===== src/sv/yrtw_pkg.sv =====
// ----------------------------------------------------------------------------
// yrtw_pkg
// Shared types and constants for the YCbCr to RGB565 tiled texture writer.
// ----------------------------------------------------------------------------
package yrtw_pkg;

   localparam int CSR_DATA_W  = 11;
   localparam int CSR_INDEX_W = 2;
   localparam int ADDR_W      = 21;
   localparam int PIXEL_W     = 16;
   localparam int SAMPLE_W    = 8;

   // byte offset inside a 32 byte tile takes five bits
   localparam int TILE_SHIFT  = 5;
   localparam int TILE_W      = ADDR_W - TILE_SHIFT;

   localparam logic [CSR_DATA_W-1:0] FRAME_WIDTH_RST   = 11'd428;
   localparam logic [CSR_DATA_W-1:0] FRAME_HEIGHT_RST  = 11'd240;
   localparam logic [CSR_DATA_W-1:0] TEXTURE_WIDTH_RST = 11'd428;

   typedef enum logic [CSR_INDEX_W-1:0] {
      CSR_FRAME_WIDTH   = 2'd0,
      CSR_FRAME_HEIGHT  = 2'd1,
      CSR_TEXTURE_WIDTH = 2'd2
   } csr_index_type;

   typedef struct packed {
      logic [CSR_DATA_W-1:0] frame_width;
      logic [CSR_DATA_W-1:0] frame_height;
      logic [CSR_DATA_W-1:0] texture_width;
   } cfg_type;

endpackage


===== src/sv/ycbcr_to_rgb565_tiled_writer.sv =====
// ----------------------------------------------------------------------------
// ycbcr_to_rgb565_tiled_writer
// Converts a raster YCbCr pixel stream to RGB565 and gives each pixel's byte
// address in a 4x4 tiled texture, flagging the last pixel of the frame.
// ----------------------------------------------------------------------------
//  channel  direction  handshake          payload
//  req      in         valid / stall      luma, blue_diff, red_diff
//  rsp      out        valid / stall      pixel, byte_address, frame_end
//  csr      in         valid / ready      index, data (11 bits)
//
//  One pixel per clock sustained while rsp is not stalled; each req beat
//  goes through the input register, then the result register, to rsp.
//  Position counters advance on each req beat; frame_end is decided there.
//  req_stall rises only while both stages are full and rsp is stalled.
//  Synchronous reset clears counters and valid flags and loads default sizes.
//  csr is always ready; writes are expected only while the pipe is empty.
// ----------------------------------------------------------------------------
module ycbcr_to_rgb565_tiled_writer #(
   parameter int MAX_WIDTH  = 1024,
   parameter int MAX_HEIGHT = 1024
) (
   input  logic                                clock,
   input  logic                                reset,
   input  logic                                req_valid,
   output logic                                req_stall,
   input  logic [yrtw_pkg::SAMPLE_W-1:0]       req_luma,
   input  logic [yrtw_pkg::SAMPLE_W-1:0]       req_blue_diff,
   input  logic [yrtw_pkg::SAMPLE_W-1:0]       req_red_diff,
   output logic                                rsp_valid,
   input  logic                                rsp_stall,
   output logic [yrtw_pkg::PIXEL_W-1:0]        rsp_pixel,
   output logic [yrtw_pkg::ADDR_W-1:0]         rsp_byte_address,
   output logic                                rsp_frame_end,
   input  logic                                csr_valid,
   output logic                                csr_ready,
   input  logic [yrtw_pkg::CSR_INDEX_W-1:0]    csr_index,
   input  logic [yrtw_pkg::CSR_DATA_W-1:0]     csr_data
);

   // at least three bits so the tile part of a counter always exists
   localparam int COL_W = (MAX_WIDTH > 4) ? $clog2(MAX_WIDTH) : 3;
   localparam int ROW_W = (MAX_HEIGHT > 4) ? $clog2(MAX_HEIGHT) : 3;

   yrtw_pkg::cfg_type               cfg_ff;
   yrtw_pkg::cfg_type               cfg_in;

   logic                            s1_valid_ff;
   logic                            s1_valid_in;
   logic [yrtw_pkg::SAMPLE_W-1:0]   s1_luma_ff;
   logic [yrtw_pkg::SAMPLE_W-1:0]   s1_cb_ff;
   logic [yrtw_pkg::SAMPLE_W-1:0]   s1_cr_ff;
   logic [COL_W-1:0]                s1_col_ff;
   logic [ROW_W-1:0]                s1_row_ff;
   logic                            s1_end_ff;

   logic                            rsp_valid_ff;
   logic                            rsp_valid_in;
   logic [yrtw_pkg::PIXEL_W-1:0]    rsp_pixel_ff;
   logic [yrtw_pkg::ADDR_W-1:0]     rsp_addr_ff;
   logic                            rsp_end_ff;

   logic                            move;
   logic                            req_beat;
   logic [COL_W-1:0]                pos_col;
   logic [ROW_W-1:0]                pos_row;
   logic                            pos_end;
   logic [yrtw_pkg::PIXEL_W-1:0]    conv_pixel;
   logic [yrtw_pkg::ADDR_W-1:0]     conv_addr;

   // config
   assign csr_ready = 1'b1;

   always_comb begin
      cfg_in = cfg_ff;
      if (csr_valid && csr_ready) begin
         case (yrtw_pkg::csr_index_type'(csr_index))
            yrtw_pkg::CSR_FRAME_WIDTH:   cfg_in.frame_width   = csr_data;
            yrtw_pkg::CSR_FRAME_HEIGHT:  cfg_in.frame_height  = csr_data;
            yrtw_pkg::CSR_TEXTURE_WIDTH: cfg_in.texture_width = csr_data;
            default:                     cfg_in = cfg_ff;
         endcase
      end
   end

   always_ff @(posedge clock) begin
      if (reset) begin
         cfg_ff.frame_width   <= yrtw_pkg::FRAME_WIDTH_RST;
         cfg_ff.frame_height  <= yrtw_pkg::FRAME_HEIGHT_RST;
         cfg_ff.texture_width <= yrtw_pkg::TEXTURE_WIDTH_RST;
      end else begin
         cfg_ff <= cfg_in;
      end
   end

   // pipeline control
   assign move      = !rsp_valid_ff || !rsp_stall;
   assign req_stall = s1_valid_ff && !move;
   assign req_beat  = req_valid && !req_stall;

   always_comb begin
      s1_valid_in  = req_beat || (s1_valid_ff && !move);
      rsp_valid_in = move ? s1_valid_ff : rsp_valid_ff;
   end

   yrtw_position #(
      .MAX_WIDTH  (MAX_WIDTH),
      .MAX_HEIGHT (MAX_HEIGHT),
      .COL_W      (COL_W),
      .ROW_W      (ROW_W)
   ) u_position (
      .clock     (clock),
      .reset     (reset),
      .advance   (req_beat),
      .cfg       (cfg_ff),
      .col       (pos_col),
      .row       (pos_row),
      .frame_end (pos_end)
   );

   yrtw_color u_color (
      .luma      (s1_luma_ff),
      .blue_diff (s1_cb_ff),
      .red_diff  (s1_cr_ff),
      .pixel     (conv_pixel)
   );

   yrtw_address #(
      .COL_W (COL_W),
      .ROW_W (ROW_W)
   ) u_address (
      .col           (s1_col_ff),
      .row           (s1_row_ff),
      .texture_width (cfg_ff.texture_width),
      .byte_address  (conv_addr)
   );

   always_ff @(posedge clock) begin
      if (reset) begin
         s1_valid_ff  <= 1'b0;
         rsp_valid_ff <= 1'b0;
      end else begin
         s1_valid_ff  <= s1_valid_in;
         rsp_valid_ff <= rsp_valid_in;
      end
   end

   always_ff @(posedge clock) begin
      if (req_beat) begin
         s1_luma_ff <= req_luma;
         s1_cb_ff   <= req_blue_diff;
         s1_cr_ff   <= req_red_diff;
         s1_col_ff  <= pos_col;
         s1_row_ff  <= pos_row;
         s1_end_ff  <= pos_end;
      end
      if (move && s1_valid_ff) begin
         rsp_pixel_ff <= conv_pixel;
         rsp_addr_ff  <= conv_addr;
         rsp_end_ff   <= s1_end_ff;
      end
   end

   assign rsp_valid        = rsp_valid_ff;
   assign rsp_pixel        = rsp_pixel_ff;
   assign rsp_byte_address = rsp_addr_ff;
   assign rsp_frame_end    = rsp_end_ff;

endmodule


===== src/sv/yrtw_color.sv =====
// ----------------------------------------------------------------------------
// yrtw_color
// BT.601 style YCbCr to RGB565 conversion with floored fixed point terms
// and per channel clamping.
// ----------------------------------------------------------------------------
module yrtw_color (
   input  logic [yrtw_pkg::SAMPLE_W-1:0] luma,
   input  logic [yrtw_pkg::SAMPLE_W-1:0] blue_diff,
   input  logic [yrtw_pkg::SAMPLE_W-1:0] red_diff,
   output logic [yrtw_pkg::PIXEL_W-1:0]  pixel
);

   localparam logic signed [18:0] K_CR_R = 19'sd359;
   localparam logic signed [18:0] K_CB_G = 19'sd88;
   localparam logic signed [18:0] K_CR_G = 19'sd183;
   localparam logic signed [18:0] K_CB_B = 19'sd454;
   localparam logic signed [8:0]  CHROMA_BIAS = 9'sd128;

   function automatic logic [7:0] clamp8(input logic signed [11:0] v);
      logic [7:0] res;
      if (v < 12'sd0) begin
         res = 8'd0;
      end else if (v > 12'sd255) begin
         res = 8'hFF;
      end else begin
         res = v[7:0];
      end
      return res;
   endfunction

   logic signed [8:0]  cb_off;
   logic signed [8:0]  cr_off;
   logic signed [18:0] r_prod;
   logic signed [18:0] gb_prod;
   logic signed [18:0] gr_prod;
   logic signed [18:0] b_prod;
   logic signed [11:0] y_s;
   logic signed [11:0] r_sum;
   logic signed [11:0] g_sum;
   logic signed [11:0] b_sum;
   logic [7:0]         r_ch;
   logic [7:0]         g_ch;
   logic [7:0]         b_ch;

   always_comb begin
      cb_off  = $signed({1'b0, blue_diff}) - CHROMA_BIAS;
      cr_off  = $signed({1'b0, red_diff}) - CHROMA_BIAS;
      r_prod  = 19'(cr_off) * K_CR_R;
      gb_prod = 19'(cb_off) * K_CB_G;
      gr_prod = 19'(cr_off) * K_CR_G;
      b_prod  = 19'(cb_off) * K_CB_B;
      y_s     = $signed({4'd0, luma});
      // arithmetic >> 8 floors: take bits 18:8 and sign extend
      r_sum   = y_s + 12'($signed(r_prod[18:8]));
      g_sum   = y_s - 12'($signed(gb_prod[18:8])) - 12'($signed(gr_prod[18:8]));
      b_sum   = y_s + 12'($signed(b_prod[18:8]));
      r_ch    = clamp8(r_sum);
      g_ch    = clamp8(g_sum);
      b_ch    = clamp8(b_sum);
      pixel   = {r_ch[7:3], g_ch[7:2], b_ch[7:3]};
   end

endmodule


===== src/sv/yrtw_address.sv =====
// ----------------------------------------------------------------------------
// yrtw_address
// Byte address of a texel in a texture stored as 4x4 tiles of 32 bytes.
// ----------------------------------------------------------------------------
module yrtw_address #(
   parameter int COL_W = 10,
   parameter int ROW_W = 10
) (
   input  logic [COL_W-1:0]                  col,
   input  logic [ROW_W-1:0]                  row,
   input  logic [yrtw_pkg::CSR_DATA_W-1:0]   texture_width,
   output logic [yrtw_pkg::ADDR_W-1:0]       byte_address
);

   localparam int TPR_W  = yrtw_pkg::CSR_DATA_W - 2;
   localparam int PROD_W = ROW_W - 2 + TPR_W;

   logic [TPR_W-1:0]             tile_cols;
   logic [PROD_W-1:0]            row_base;
   logic [yrtw_pkg::TILE_W-1:0]  tile_idx;

   always_comb begin
      tile_cols     = texture_width[yrtw_pkg::CSR_DATA_W-1:2];
      row_base      = row[ROW_W-1:2] * tile_cols;
      tile_idx      = yrtw_pkg::TILE_W'(row_base) + yrtw_pkg::TILE_W'(col[COL_W-1:2]);
      byte_address  = {tile_idx, row[1:0], col[1:0], 1'b0};
   end

endmodule


===== src/sv/yrtw_position.sv =====
// ----------------------------------------------------------------------------
// yrtw_position
// Raster column and row counters with end of row / end of frame detection.
// ----------------------------------------------------------------------------
module yrtw_position #(
   parameter int MAX_WIDTH  = 1024,
   parameter int MAX_HEIGHT = 1024,
   parameter int COL_W      = 10,
   parameter int ROW_W      = 10
) (
   input  logic                   clock,
   input  logic                   reset,
   input  logic                   advance,
   input  yrtw_pkg::cfg_type      cfg,
   output logic [COL_W-1:0]       col,
   output logic [ROW_W-1:0]       row,
   output logic                   frame_end
);

   localparam int WLIM_W = $clog2(MAX_WIDTH + 1);
   localparam int HLIM_W = $clog2(MAX_HEIGHT + 1);
   localparam int WCMP_W = (yrtw_pkg::CSR_DATA_W > WLIM_W) ? yrtw_pkg::CSR_DATA_W : WLIM_W;
   localparam int HCMP_W = (yrtw_pkg::CSR_DATA_W > HLIM_W) ? yrtw_pkg::CSR_DATA_W : HLIM_W;

   logic [COL_W-1:0]  col_ff;
   logic [COL_W-1:0]  col_in;
   logic [ROW_W-1:0]  row_ff;
   logic [ROW_W-1:0]  row_in;
   logic [WCMP_W-1:0] fw;
   logic [WCMP_W-1:0] last_col;
   logic [HCMP_W-1:0] fh;
   logic [HCMP_W-1:0] last_row;
   logic              row_end;

   always_comb begin
      fw = WCMP_W'(cfg.frame_width);
      if (fw == '0) begin
         fw = WCMP_W'(1);
      end else if (fw > WCMP_W'(MAX_WIDTH)) begin
         fw = WCMP_W'(MAX_WIDTH);
      end
      fh = HCMP_W'(cfg.frame_height);
      if (fh == '0) begin
         fh = HCMP_W'(1);
      end else if (fh > HCMP_W'(MAX_HEIGHT)) begin
         fh = HCMP_W'(MAX_HEIGHT);
      end
      last_col  = fw - WCMP_W'(1);
      last_row  = fh - HCMP_W'(1);
      row_end   = WCMP_W'(col_ff) >= last_col;
      frame_end = row_end && (HCMP_W'(row_ff) >= last_row);
      col_in    = col_ff;
      row_in    = row_ff;
      if (advance) begin
         if (row_end) begin
            col_in = '0;
            row_in = frame_end ? '0 : row_ff + ROW_W'(1);
         end else begin
            col_in = col_ff + COL_W'(1);
         end
      end
   end

   always_ff @(posedge clock) begin
      if (reset) begin
         col_ff <= '0;
         row_ff <= '0;
      end else begin
         col_ff <= col_in;
         row_ff <= row_in;
      end
   end

   assign col = col_ff;
   assign row = row_ff;

endmodule


===== config.mk =====
export PLATFORM = sky130hd
export DESIGN_NAME = ycbcr_to_rgb565_tiled_writer
export DESIGN_NICKNAME = d
export VERILOG_FILES = /design/src/sv/yrtw_pkg.sv /design/src/sv/ycbcr_to_rgb565_tiled_writer.sv /design/src/sv/yrtw_color.sv /design/src/sv/yrtw_address.sv /design/src/sv/yrtw_position.sv
export SDC_FILE = /design/constraint.sdc
export NUM_CORES = 1
export LEC_CHECK = 0
export ABC_AREA = 1
export BUFFER_PORTS_ARGS = -buffer_cell sky130_fd_sc_hd__buf_4
export CORE_MARGIN = 2
export CORE_UTILIZATION = 60
export CTS_CLUSTER_SIZE = 25
export DETAILED_ROUTE_END_ITERATION = 8
export GPL_ROUTABILITY_DRIVEN = 0
export PLACE_DENSITY = 0.89
export SLEW_MARGIN = 30
export SYNTH_ARGS = -nofsm -noshare
export SYNTH_HDL_FRONTEND = slang
export SYNTH_SLANG_ARGS = --single-unit
export TNS_END_PERCENT = 100

===== constraint.sdc =====
create_clock -name clock -period 7.7 [get_ports clock]
set_input_delay 1.155 -clock clock [delete_from_list [all_inputs] [get_ports clock]]
set_output_delay 1.155 -clock clock [all_outputs]
set_load 0.05 [all_outputs]

==> reports/results.ini <==
[status]
status=complete, no violations

[logic_synthesis]
yosysMostFrequentCell=inv_1
async_flop_share=0
synthCells=1754
synth_edf_count=82
ys_ff_latch=135
synth_area_sq_um=14600
synth_commonest_cells=inv_1, nand2_1, ha_1
netlist_top_cells_area=ha_1, edfxtp_1, fa_1
synth_cell_types=47
syn_nets=2138
synth_top_area_share=0.192
yosysWarnings=0
syn_area_per_cell_sq_um=8.35
yosysTopAreaCell=ha_1
synth_flop_cell=edfxtp_1
yosysSeqAreaShare=0.241

[timing]
drv_slew=0
fmax_mhz=142
holdWs_ns=0.422
setup_viol=0
worst_pin_slew_ns=0.959
finalWorstSetupSlack_ns=0.647
period_share=0.916
slew_headroom=0.357
hold_viol=0
clock_skew_ns=0.0176
grt_setup_unrepaired=false
tns_ns=0
final.min_clock_period_ns=7.05

[global_route]
antenna_found_initial=0
grt_usage=0.265
globalRoute.totalOverflow=0
grt_pass1_vias=12394
grt_pass1_wl_microns=55200
grt_max_degree=38

[worst_setup_path]
path_max_fanout=15
slowest_stage=fa_1
required_ns=7.87
setup.worst_path.start_class=flip-flop
crit_path_end_kind=flip-flop
rr_worst_depth=29
arrival_ns=7.22
reg2reg_slack_ns=0.65
critical_path_class=flip-flop to flip-flop
max_stage_delay_ns=0.55
rr_endpoint=rsp_pixel[8]
crit_top_cell=inv_1
r2r-start=s1_cr_ff[7]

[layout]
nNetsFinal=2208
fill_cells=1777
multi_input_area_sq_um=9520
final_layout_size_suffix_gt1_frac=0.0773
fin_cells=2161
num_antenna_cells=0
register_area_sq_um=3520
fin_area_sq_um=16100
fin_util=0.669
area_delta_synth_final_pct=10.2

[place]
post-place-ws_ns=0.731
dp.cells=2129
placed_area_sq_um=15500
io_buffers=80
dp_hpwl_microns=25600

[clocking]
post_cts_resized=0
postCtsSetupBuffers=0
cts_buffers=17
cts_tree=yes
cts_root_buf=clkbuf_16
cts_max_path_buffers=2
cts.sinks=135
insertion_delay_ns=0.44
htree_levels=4
path_clk_slew_ns=0.08
cts_hold_buf=0

[power]
power.density_nw_per_um2=339
power_mw=5.47
p_leak_nw=8.53
vdd_drop_max_mv=0.317

[floorplanning]
ios=83
die_x_microns=160
row_count=57
die-area_sq_um=25700
initial_core_util=0.607
core_area_sq_um=24100
die_h_microns=160

[drt]
drcViolationCount=0
wl_microns=32200
drt_iter0_markers=900
wire_per_inst_microns=14.9
first_pass_iters=6
ant_nets=0
via_per_inst=5.49
dr_total_vias=11871

[min_path]
hold_path_class=flip-flop to flip-flop
hp-start=s1_end_ff
hold_depth=0
holdPathEnd=rsp_frame_end

[flow_run]
drv_cap=0

kinds of logic (layout without fill, tap and decap cells):
logic type,after synthesis,in the layout,share of synthesized area
buffers and inverters,426,509,0.110
AOI/OAI and AO/OA,200,200,0.0771
and+or+nand+nor,546,546,0.158
adders and majority gates,342,342,0.352
xor gates and xnor gates,103,103,0.0616
DFF,135,135,0.241
other,2,2,0.000513
layout make-up:
| cell class | instances | share of cell area |
|---|---|---|
| clock buffers | 17 | 0.0264 |
| repair buffers | 83 | 0.0386 |
| clock inverters | 15 | 0.00970 |
| flip-flops and latches | 135 | 0.218 |
| multi-input cells | 1193 | 0.590 |
| well taps | 324 | 0.0251 |
| inverters | 394 | 0.0917 |
metal layers:
metal / up-vias / part of all wire / track usage
met3: 104 / 0.054 / 0.0379
met1: 5638 / 0.39 / 0.305
li1: 5693 / - / -
met2: 436 / 0.52 / 0.483
met5: - / 0 / 0
met4: 0 / 0.040 / 0.127
critical path: cells and delay by family, from the launching register on:
family,cells,cell delay (ns)
AO/OA/AOI/OAI,8,1.28
XOR/XNOR,3,0.72
adder cells (fa/ha/maj),7,3.05
buffers and inverters,6,0.78
flip-flops,1,0.38
AND/OR/NAND/NOR,5,0.54
cells in the final DEF (no fill, tap or decap), types with 6 or more instances in the layout:
cell / netlist / layout
nand3_1: 85 / 85
nor3_1: 19 / 18
dfxtp_1: 53 / 53
nand4_1: 14 / 14
fa_1: 117 / 117
buf_4: 2 / 83
inv_6: 0 / 6
o21ai_0: 57 / 57
edfxtp_1: 82 / 82
inv_1: 389 / 388
ha_1: 225 / 225
a21oi_1: 99 / 98
xnor2_1: 32 / 32
nand2_1: 316 / 316
o21ai_2: 8 / 8
xor2_1: 71 / 71
clkbuf_16: 0 / 17
nor2_1: 88 / 88
state kept, by name (all words and copies together), names as in the netlist, 8 cells and up:
name / count
s1_col_ff: 10
rsp_byte_address: 20
s1_luma_ff: 8
s1_cr_ff: 8
u_position.row: 10
rsp_pixel: 16
u_position.col: 10
s1_cb_ff: 8
s1_row_ff: 10
cfg_ff: 31
power by group:
group | switching [mW] | leakage [nW] | internal, mW
sequential | 0.0527 | 1.23 | 0.887
clock | 0.374 | 0.290 | 0.459
combinational | 2.30 | 7.01 | 1.40
total | 2.73 | 8.53 | 2.74
worst max-delay path by stage:
stage,from,to,slack [ns],cells after the start
6_report,s1_cr_ff[7],rsp_pixel[8],0.65,29
5_1_grt,s1_cr_ff[7],rsp_pixel[8],0.1,29
4_1_cts,s1_cr_ff[7],rsp_pixel[8],0.66,29
3_5_place_dp,s1_cr_ff[7],rsp_pixel[8],0.73,29
3_3_place_gp,s1_cr_ff[7],rsp_pixel[5],1.02,29
2_1_floorplan,s1_cr_ff[7],rsp_pixel[10],1.09,29
(Power assumes the default switching activity.)
